`src/design/rational_normalize_divide_defines.svh`:
```
// assertion macros for the rational normalize and divide block
`ifndef RATIONAL_NORMALIZE_DIVIDE_DEFINES_SVH
`define RATIONAL_NORMALIZE_DIVIDE_DEFINES_SVH

// checked while out of reset
`define RND_ASSERT(lbl, clk, rst_n, prop, msg) \
    lbl: assert property (@(posedge clk) disable iff (!rst_n) (prop)) else $error(msg);

// checked at every edge, reset included
`define RND_ASSERT_ALWAYS(lbl, clk, prop, msg) \
    lbl: assert property (@(posedge clk) (prop)) else $error(msg);

`endif

```
`src/design/rnd_pkg.sv`:
```
// shared constants for the rational normalize and divide block
package rnd_pkg;

    localparam int OPERAND_BITS_DEF = 32;
    localparam int DATA_W           = 32;
    localparam int NUM_W            = 64;
    localparam int DEN_W            = 63;
    localparam int STATUS_W         = 2;

    localparam logic [STATUS_W-1:0] ST_OK       = 2'd0;
    localparam logic [STATUS_W-1:0] ST_ZERO_DEN = 2'd1;
    localparam logic [STATUS_W-1:0] ST_DIV_ZERO = 2'd2;

    localparam logic KIND_NORM = 1'b0;
    localparam logic KIND_DIV  = 1'b1;

endpackage

```
`src/design/rational_normalize_divide.sv`:
```
// rational normalize and divide: cross products, binary gcd and exact division
// a zero denominator or zero divisor gives an error result straight from idle, a zero numerator ends at the strip step
// otherwise the cross products when dividing, the strip and gcd steps, then two divisions of 2*OB-1 bits
// the gcd loop and both divisions share one subtractor, one bit or one step a cycle
// throughput is one beat at a time: busy stays high until the result strobe
// synchronous active-low reset returns the sequencer to idle and clears the strobe
`include "rational_normalize_divide_defines.svh"

module rational_normalize_divide
    import rnd_pkg::*;
#(
    parameter int OPERAND_BITS = OPERAND_BITS_DEF
) (
    input  logic                       i_clk,
    input  logic                       i_rst_n,
    input  logic                       start,
    output logic                       busy,
    input  logic                       i_kind,
    input  logic signed [DATA_W-1:0]   i_a_num,
    input  logic signed [DATA_W-1:0]   i_a_den,
    input  logic signed [DATA_W-1:0]   i_b_num,
    input  logic signed [DATA_W-1:0]   i_b_den,
    output logic                       o_valid,
    output logic signed [NUM_W-1:0]    o_res_num,
    output logic        [DEN_W-1:0]    o_res_den,
    output logic        [STATUS_W-1:0] o_status
);

    localparam int OB = OPERAND_BITS;
    localparam int MW = 2 * OB - 1;
    localparam int SW = MW + 1;
    localparam int KW = $clog2(MW);
    localparam int CW = $clog2(MW);

    localparam logic [2:0] S_IDLE  = 3'd0;
    localparam logic [2:0] S_MUL0  = 3'd1;
    localparam logic [2:0] S_MUL1  = 3'd2;
    localparam logic [2:0] S_STRIP = 3'd3;
    localparam logic [2:0] S_GCD   = 3'd4;
    localparam logic [2:0] S_DIVN  = 3'd5;
    localparam logic [2:0] S_DIVD  = 3'd6;

    logic [2:0]          r_state, n_state;
    logic                r_valid, n_valid;
    logic [OB-1:0]       r_an, r_ad, r_bn, r_bd, n_an, n_ad, n_bn, n_bd;
    logic                r_neg, n_neg;
    logic [MW-1:0]       r_nm, r_dm, r_x, r_y, r_rem;
    logic [MW-1:0]       n_nm, n_dm, n_x, n_y, n_rem;
    logic [KW-1:0]       r_k, n_k;
    logic [CW-1:0]       r_cnt, n_cnt;
    logic [NUM_W-1:0]    r_res_num, n_res_num;
    logic [DEN_W-1:0]    r_res_den, n_res_den;
    logic [STATUS_W-1:0] r_status, n_status;

    logic [OB-1:0]   a_num_v, a_den_v, b_num_v, b_den_v;
    logic [OB-1:0]   mag_an, mag_ad, mag_bn, mag_bd;
    logic            sgn_an, sgn_ad, sgn_bn, sgn_bd;
    logic [OB-1:0]   mul_a, mul_b;
    logic [2*OB-1:0] prod;
    logic [SW-1:0]   sub_a, sub_b;
    logic [SW:0]     sub_full;
    logic            borrow;
    logic            qbit;
    logic [MW-1:0]   quot;

    // operand magnitudes and signs from the low operand bits
    assign a_num_v = i_a_num[OB-1:0];
    assign a_den_v = i_a_den[OB-1:0];
    assign b_num_v = i_b_num[OB-1:0];
    assign b_den_v = i_b_den[OB-1:0];
    assign sgn_an  = a_num_v[OB-1];
    assign sgn_ad  = a_den_v[OB-1];
    assign sgn_bn  = b_num_v[OB-1];
    assign sgn_bd  = b_den_v[OB-1];
    assign mag_an  = sgn_an ? (~a_num_v + 1'b1) : a_num_v;
    assign mag_ad  = sgn_ad ? (~a_den_v + 1'b1) : a_den_v;
    assign mag_bn  = sgn_bn ? (~b_num_v + 1'b1) : b_num_v;
    assign mag_bd  = sgn_bd ? (~b_den_v + 1'b1) : b_den_v;

    // shared multiplier for the two cross products
    assign mul_a = (r_state == S_MUL0) ? r_an : r_ad;
    assign mul_b = (r_state == S_MUL0) ? r_bd : r_bn;
    assign prod  = mul_a * mul_b;

    // shared subtractor: gcd compare/subtract or one restoring division step
    always_comb begin
        if (r_state == S_GCD) begin
            sub_a = {1'b0, r_x};
        end else begin
            sub_a = {r_rem, r_x[MW-1]};
        end
        sub_b = {1'b0, r_y};
    end
    assign sub_full = {1'b0, sub_a} - {1'b0, sub_b};
    assign borrow   = sub_full[SW];
    assign qbit     = ~borrow;
    assign quot     = {r_x[MW-2:0], qbit};

    always_comb begin
        n_state   = r_state;
        n_valid   = 1'b0;
        n_an      = r_an;
        n_ad      = r_ad;
        n_bn      = r_bn;
        n_bd      = r_bd;
        n_neg     = r_neg;
        n_nm      = r_nm;
        n_dm      = r_dm;
        n_x       = r_x;
        n_y       = r_y;
        n_rem     = r_rem;
        n_k       = r_k;
        n_cnt     = r_cnt;
        n_res_num = r_res_num;
        n_res_den = r_res_den;
        n_status  = r_status;
        unique case (r_state)
            S_IDLE: begin
                if (start) begin
                    n_an  = mag_an;
                    n_ad  = mag_ad;
                    n_bn  = mag_bn;
                    n_bd  = mag_bd;
                    n_k   = '0;
                    n_res_num = '0;
                    n_res_den = DEN_W'(1);
                    if (i_kind == KIND_DIV) begin
                        n_neg = (sgn_an != sgn_bd) != (sgn_ad != sgn_bn);
                    end else begin
                        n_neg = sgn_an != sgn_ad;
                    end
                    priority if (mag_ad == '0 || (i_kind == KIND_DIV && mag_bd == '0)) begin
                        n_valid  = 1'b1;
                        n_status = ST_ZERO_DEN;
                    end else if (i_kind == KIND_DIV && mag_bn == '0) begin
                        n_valid  = 1'b1;
                        n_status = ST_DIV_ZERO;
                    end else if (i_kind == KIND_DIV) begin
                        n_state = S_MUL0;
                    end else begin
                        n_nm    = {{(MW-OB){1'b0}}, mag_an};
                        n_x     = {{(MW-OB){1'b0}}, mag_an};
                        n_dm    = {{(MW-OB){1'b0}}, mag_ad};
                        n_y     = {{(MW-OB){1'b0}}, mag_ad};
                        n_state = S_STRIP;
                    end
                end
            end
            S_MUL0: begin
                n_nm    = prod[MW-1:0];
                n_x     = prod[MW-1:0];
                n_state = S_MUL1;
            end
            S_MUL1: begin
                n_dm    = prod[MW-1:0];
                n_y     = prod[MW-1:0];
                n_state = S_STRIP;
            end
            S_STRIP: begin
                // common factors of two
                priority if (r_x == '0) begin
                    n_valid   = 1'b1;
                    n_status  = ST_OK;
                    n_res_num = '0;
                    n_res_den = DEN_W'(1);
                    n_state   = S_IDLE;
                end else if (!r_x[0] && !r_y[0]) begin
                    n_x = r_x >> 1;
                    n_y = r_y >> 1;
                    n_k = r_k + 1'b1;
                end else begin
                    n_state = S_GCD;
                end
            end
            S_GCD: begin
                priority if (r_x == '0) begin
                    n_y     = r_y << r_k;
                    n_x     = r_nm;
                    n_rem   = '0;
                    n_cnt   = '0;
                    n_state = S_DIVN;
                end else if (!r_x[0]) begin
                    n_x = r_x >> 1;
                end else if (!r_y[0]) begin
                    n_y = r_y >> 1;
                end else if (borrow) begin
                    n_x = r_y;
                    n_y = r_x;
                end else begin
                    n_x = sub_full[MW-1:0] >> 1;
                end
            end
            S_DIVN, S_DIVD: begin
                n_rem = borrow ? sub_a[MW-1:0] : sub_full[MW-1:0];
                n_x   = quot;
                n_cnt = r_cnt + 1'b1;
                if (r_cnt == CW'(MW-1)) begin
                    n_rem = '0;
                    n_cnt = '0;
                    if (r_state == S_DIVN) begin
                        n_nm    = quot;
                        n_x     = r_dm;
                        n_state = S_DIVD;
                    end else begin
                        n_valid   = 1'b1;
                        n_status  = ST_OK;
                        n_res_den = DEN_W'(quot);
                        n_res_num = r_neg ? (~{{(NUM_W-MW){1'b0}}, r_nm} + 1'b1)
                                          : {{(NUM_W-MW){1'b0}}, r_nm};
                        n_state   = S_IDLE;
                    end
                end
            end
            default: begin
                n_state = S_IDLE;
            end
        endcase
    end

    always_ff @(posedge i_clk) begin
        if (!i_rst_n) begin
            r_state <= S_IDLE;
            r_valid <= 1'b0;
        end else begin
            r_state <= n_state;
            r_valid <= n_valid;
        end
    end

    always_ff @(posedge i_clk) begin
        r_an      <= n_an;
        r_ad      <= n_ad;
        r_bn      <= n_bn;
        r_bd      <= n_bd;
        r_neg     <= n_neg;
        r_nm      <= n_nm;
        r_dm      <= n_dm;
        r_x       <= n_x;
        r_y       <= n_y;
        r_rem     <= n_rem;
        r_k       <= n_k;
        r_cnt     <= n_cnt;
        r_res_num <= n_res_num;
        r_res_den <= n_res_den;
        r_status  <= n_status;
    end

    assign busy      = (r_state != S_IDLE);
    assign o_valid   = r_valid;
    assign o_res_num = r_res_num;
    assign o_res_den = r_res_den;
    assign o_status  = r_status;

    `RND_ASSERT(a_strobe_idle, i_clk, i_rst_n, o_valid |-> !busy,
        "result strobe while busy")
    `RND_ASSERT(a_err_zero, i_clk, i_rst_n,
        (o_valid && o_status != ST_OK) |-> (o_res_num == '0 && o_res_den == DEN_W'(1)),
        "error result is not 0/1")
    `RND_ASSERT(a_den_pos, i_clk, i_rst_n, o_valid |-> (o_res_den != '0),
        "zero result denominator")
    `RND_ASSERT(a_div_nz, i_clk, i_rst_n, (r_state == S_DIVN || r_state == S_DIVD) |-> (r_y != '0),
        "division by zero gcd")
    `RND_ASSERT_ALWAYS(a_rst_clear, i_clk, !i_rst_n |=> (!o_valid && !busy),
        "reset did not clear sequencer")

endmodule
```
`config.mk`:
```
export PLATFORM = sky130hd
export DESIGN_NAME = rational_normalize_divide
export DESIGN_NICKNAME = d
export VERILOG_FILES = /design/src/design/rnd_pkg.sv /design/src/design/rational_normalize_divide.sv
export VERILOG_INCLUDE_DIRS = /design/src /design/src/design
export SDC_FILE = /design/constraint.sdc
export NUM_CORES = 2
export LEC_CHECK = 0
export BUFFER_PORTS_ARGS = -buffer_cell sky130_fd_sc_hd__buf_4
export CAP_MARGIN = 0
export CORE_ASPECT_RATIO = 2
export CORE_MARGIN = 2
export CORE_UTILIZATION = 50
export CTS_CLUSTER_SIZE = 12
export DETAILED_ROUTE_END_ITERATION = 10
export PLACE_DENSITY = 0.71
export SKIP_LAST_GASP = 1
export SYNTH_ARGS = -nofsm -noshare
export SYNTH_HDL_FRONTEND = slang
export SYNTH_SLANG_ARGS = --single-unit
```
`constraint.sdc`:
```
create_clock -name i_clk -period 15 [get_ports i_clk]
set_clock_uncertainty 0.15 [all_clocks]
set_input_delay 0.75 -clock i_clk [delete_from_list [all_inputs] [get_ports i_clk]]
set_output_delay 0.75 -clock i_clk [all_outputs]
set_load 0.02 [all_outputs]
```
==> impl_metrics.csv <==
group,metric,value,unit
clock_tree,post-cts-setup-buffers,0,
synth,synth-adder-area-share,30.7,%
clock_tree,hold_buffers,0,
finish,area_growth_syn_to_layout,8.71,%
floorplanning,die_h,540,um
sta,worst_slew_pin_slew,1.50,ns
route,drcViolationCount,0,
clock_tree,htreeDepth,2,
synth,ys_types,86,
floorplanning,dieArea,0.147,sq mm
synth,syn_avg_cell_area,8.86,sq um
clock_tree,path_clk_slew,0.07,ns
sta,finalHoldViolCount,0,
flow_run,cap_violations,1,
run_status,violations,"max-capacitance violations",
clock_tree,cts_buffers,61,
synth,synth_top_family_by_area,"adder cells",
synth,yosys-top-cells-area,"fa_1 25%, edfxtp_1 24%, nand2_1 7.3%",
global_routing,grt_use_met1,46.3,%
hold_path,hp-class,"in2reg",
global_routing,antenna_found_initial,34,
worst_setup_path,path_max_fanout,116,
global_routing,grt_max_degree,117,
synth,ys_seq_elements,589,
sta,layout_min_cycle_time,11.94,ns
sta,max_slew_margin,0.00646,%
run_status,status,"finished, violations left",
finish,drive_above_1_share,8.65,%
global_routing,gr-usage-met3,10.2,%
clock_tree,clockRootBuffer,"clkbuf_16",
worst_setup_path,cp-end-kind,"register",
floorplanning,die_x,272,um
finish,final.fill_count,13155,
route,drt_wl_total,334000,um
placement,portBuffers,262,
hold_path,hold_depth,1,
synth,syn_inst,8096,
placement,postPlaceCellArea,0.0760,sq mm
route,vias_per_cell,6.43,
floorplanning,num_io_pins,263,
sta,setup_tns,0,ns
synth,syn-cell-area,0.0717,sq mm
synth,yosysSeqAreaShare,24.6,%
placement,dp_hpwl,264000,um
synth,yosysTopAreaCellShare,25.0,%
floorplanning,row_count,196,
synth,synth_edf_count,585,
route,ant_nets,0,
finish,multi_input_area,0.0489,sq mm
worst_setup_path,worstSetupPathType,"reg2reg",
clock_tree,cts.sinks,589,
finish,fin_nets,9484,
synth,yosys.cell_count.top_type,"nand2_1",
synth,synth_common_cells,"1403 x nand2_1, 1014 x inv_1, 995 x nor2_1",
clock_tree,clk_latency,0.76,ns
synth,synthArstFlopShare,0,%
global_routing,use_met2,76.2,%
worst_setup_path,cpMostUsedCell,"fa_1",
synth,synthXorXnorAreaFrac,3.74,%
floorplanning,start_util,50.3,%
floorplanning,coreArea,0.142,sq mm
sta,slew_viol_final,0,
worst_setup_path,cp_slowest_cell,"fa_1",
clock_tree,cts_resized,0,
worst_setup_path,rr_worst_depth,29,
finish,stdcell_area,0.0780,sq mm
route,drtIter0Drc,6400,
sta,rsz0062_at_grt,"no",
global_routing,grt_pass1_vias,67875,
synth,yosys_warnings,0,
placement,gp_congestion,1.05,
synth,synth_compound_area_share,12.3,%
synth,synth_nets,9452,
worst_setup_path,cp_slowest_stage_delay,0.99,ns
worst_setup_path,crit_path_start_kind,"register",
route,firstDrtPassIters,8,
synth,synthSimpleGateAreaFrac,17.2,%
clock_tree,cts_buffer_depth,3,
worst_setup_path,crit_arrival,12.25,ns
synth,synth.area.mux_share,3.53,%
global_routing,grt_pass1_wl,476000,um
global_routing,busiest_layer,"met2",
synth,synth-main-ff-cell,"edfxtp_1",
finish,regArea,0.0176,sq mm
global_routing,track_usage,45.7,%
sta,timing.final.crit_share,79.6,%
clock_tree,cts_tree,"yes",
worst_setup_path,required,15.30,ns
sta,max_freq,83.7,MHz
global_routing,overflow,0,
synth,yosysTopAreaCell,"fa_1",
route,via_count,64711,
sta,setup_viol,0,
route,wl_per_cell,33.2,um
==> registers in the layout, summed over array words and instances (netlist names) <==
signal     cells
r_neg          1
o_res_den     63
r_bn          32
r_rem         63
r_k            6
o_res_num     64
r_ad          32
r_x           63
r_cnt          6
r_nm          63
r_dm          63
r_an          32
o_status       2
o_valid        1
r_y           63
r_state        3
r_bd          32
==> layout by cell type, fill, tap and decap left out, types with 60 or more instances in the layout <==
master / Yosys / routed
a21o_1: 70 / 70
a21oi_1: 386 / 386
o31ai_1: 60 / 60
inv_1: 1014 / 1013
o21ai_0: 314 / 313
ha_1: 328 / 328
nand3_1: 67 / 66
buf_4: 0 / 438
clkbuf_16: 0 / 61
mux2i_1: 148 / 106
xor2_1: 130 / 129
nor3_1: 77 / 74
fa_1: 896 / 896
nor2_1: 995 / 991
nand2_1: 1403 / 1398
xnor2_1: 176 / 175
edfxtp_1: 585 / 585
==> metal layers <==
layer / routed length (um) / vias to the layer above / share of wire [%]
met3: 29000 / 1519 / 8.7
li1: - / 26923 / -
met5: 187 / - / 0.056
met1: 102000 / 32234 / 31
met4: 42200 / 28 / 13
met2: 160000 / 4007 / 48
==> path summary, 6_finish.rpt <==
kind / from / to / slack (ns)
worst min-delay path: i_b_den[0] / r_bd[0]$_DFFE_PP_ / 0.09
worst min register to register: r_dm[62]$_SDFFCE_PN0P_ / r_x[62]$_DFFE_PP_ / 0.43
worst max-delay path: r_state[0]$_SDFFE_PN0P_ / r_x[62]$_DFFE_PP_ / 3.06
worst max register to register: r_state[0]$_SDFFE_PN0P_ / r_x[62]$_DFFE_PP_ / 3.06
==> stage by stage <==
stage	std cells	setup WS [ns]	hold WS, ns	util, %
finish	10067	3.06	0.0890	54.7
floorplan	8096	3.43	0.383	-
global route	10060	2.74	0.0930	54.7
detailed placement	9946	3.48	0.414	53.4
global placement	9946	3.58	0.402	53.4
CTS	10050	3.39	0.0578	54.7
==> cell families after synthesis <==
logic type | Yosys count
simple gates | 2935
buf+inv | 1492
compound gates | 1351
fa+ha+maj | 1224
flops | 589
xor+xnor | 306
mux | 199
==> area by class of cell <==
cell class | instances | area share [%]
Antenna cell | 17 | 0.0546
Clock buffer | 83 | 2.10
Clock inverter | 21 | 0.279
Inverter | 1019 | 4.91
Multi-Input combinational cell | 6015 | 62.7
Sequential cell | 589 | 22.6
Tap cell | 1881 | 3.02
Timing Repair Buffer | 442 | 4.32
==> worst max-delay path, delay by kind of cell, from the launching register on <==
family,cells,cell delay (ns)
AND/OR/NAND/NOR,7,2.14
flip-flops,1,0.31
adder cells (fa/ha/maj),9,4.24
buffers and inverters,6,1.54
XOR/XNOR,1,0.33
AO/OA/AOI/OAI,6,2.65
Power is not shown: default switching activity piles up to over one toggle a cycle in this logic, so the estimate is an artifact.
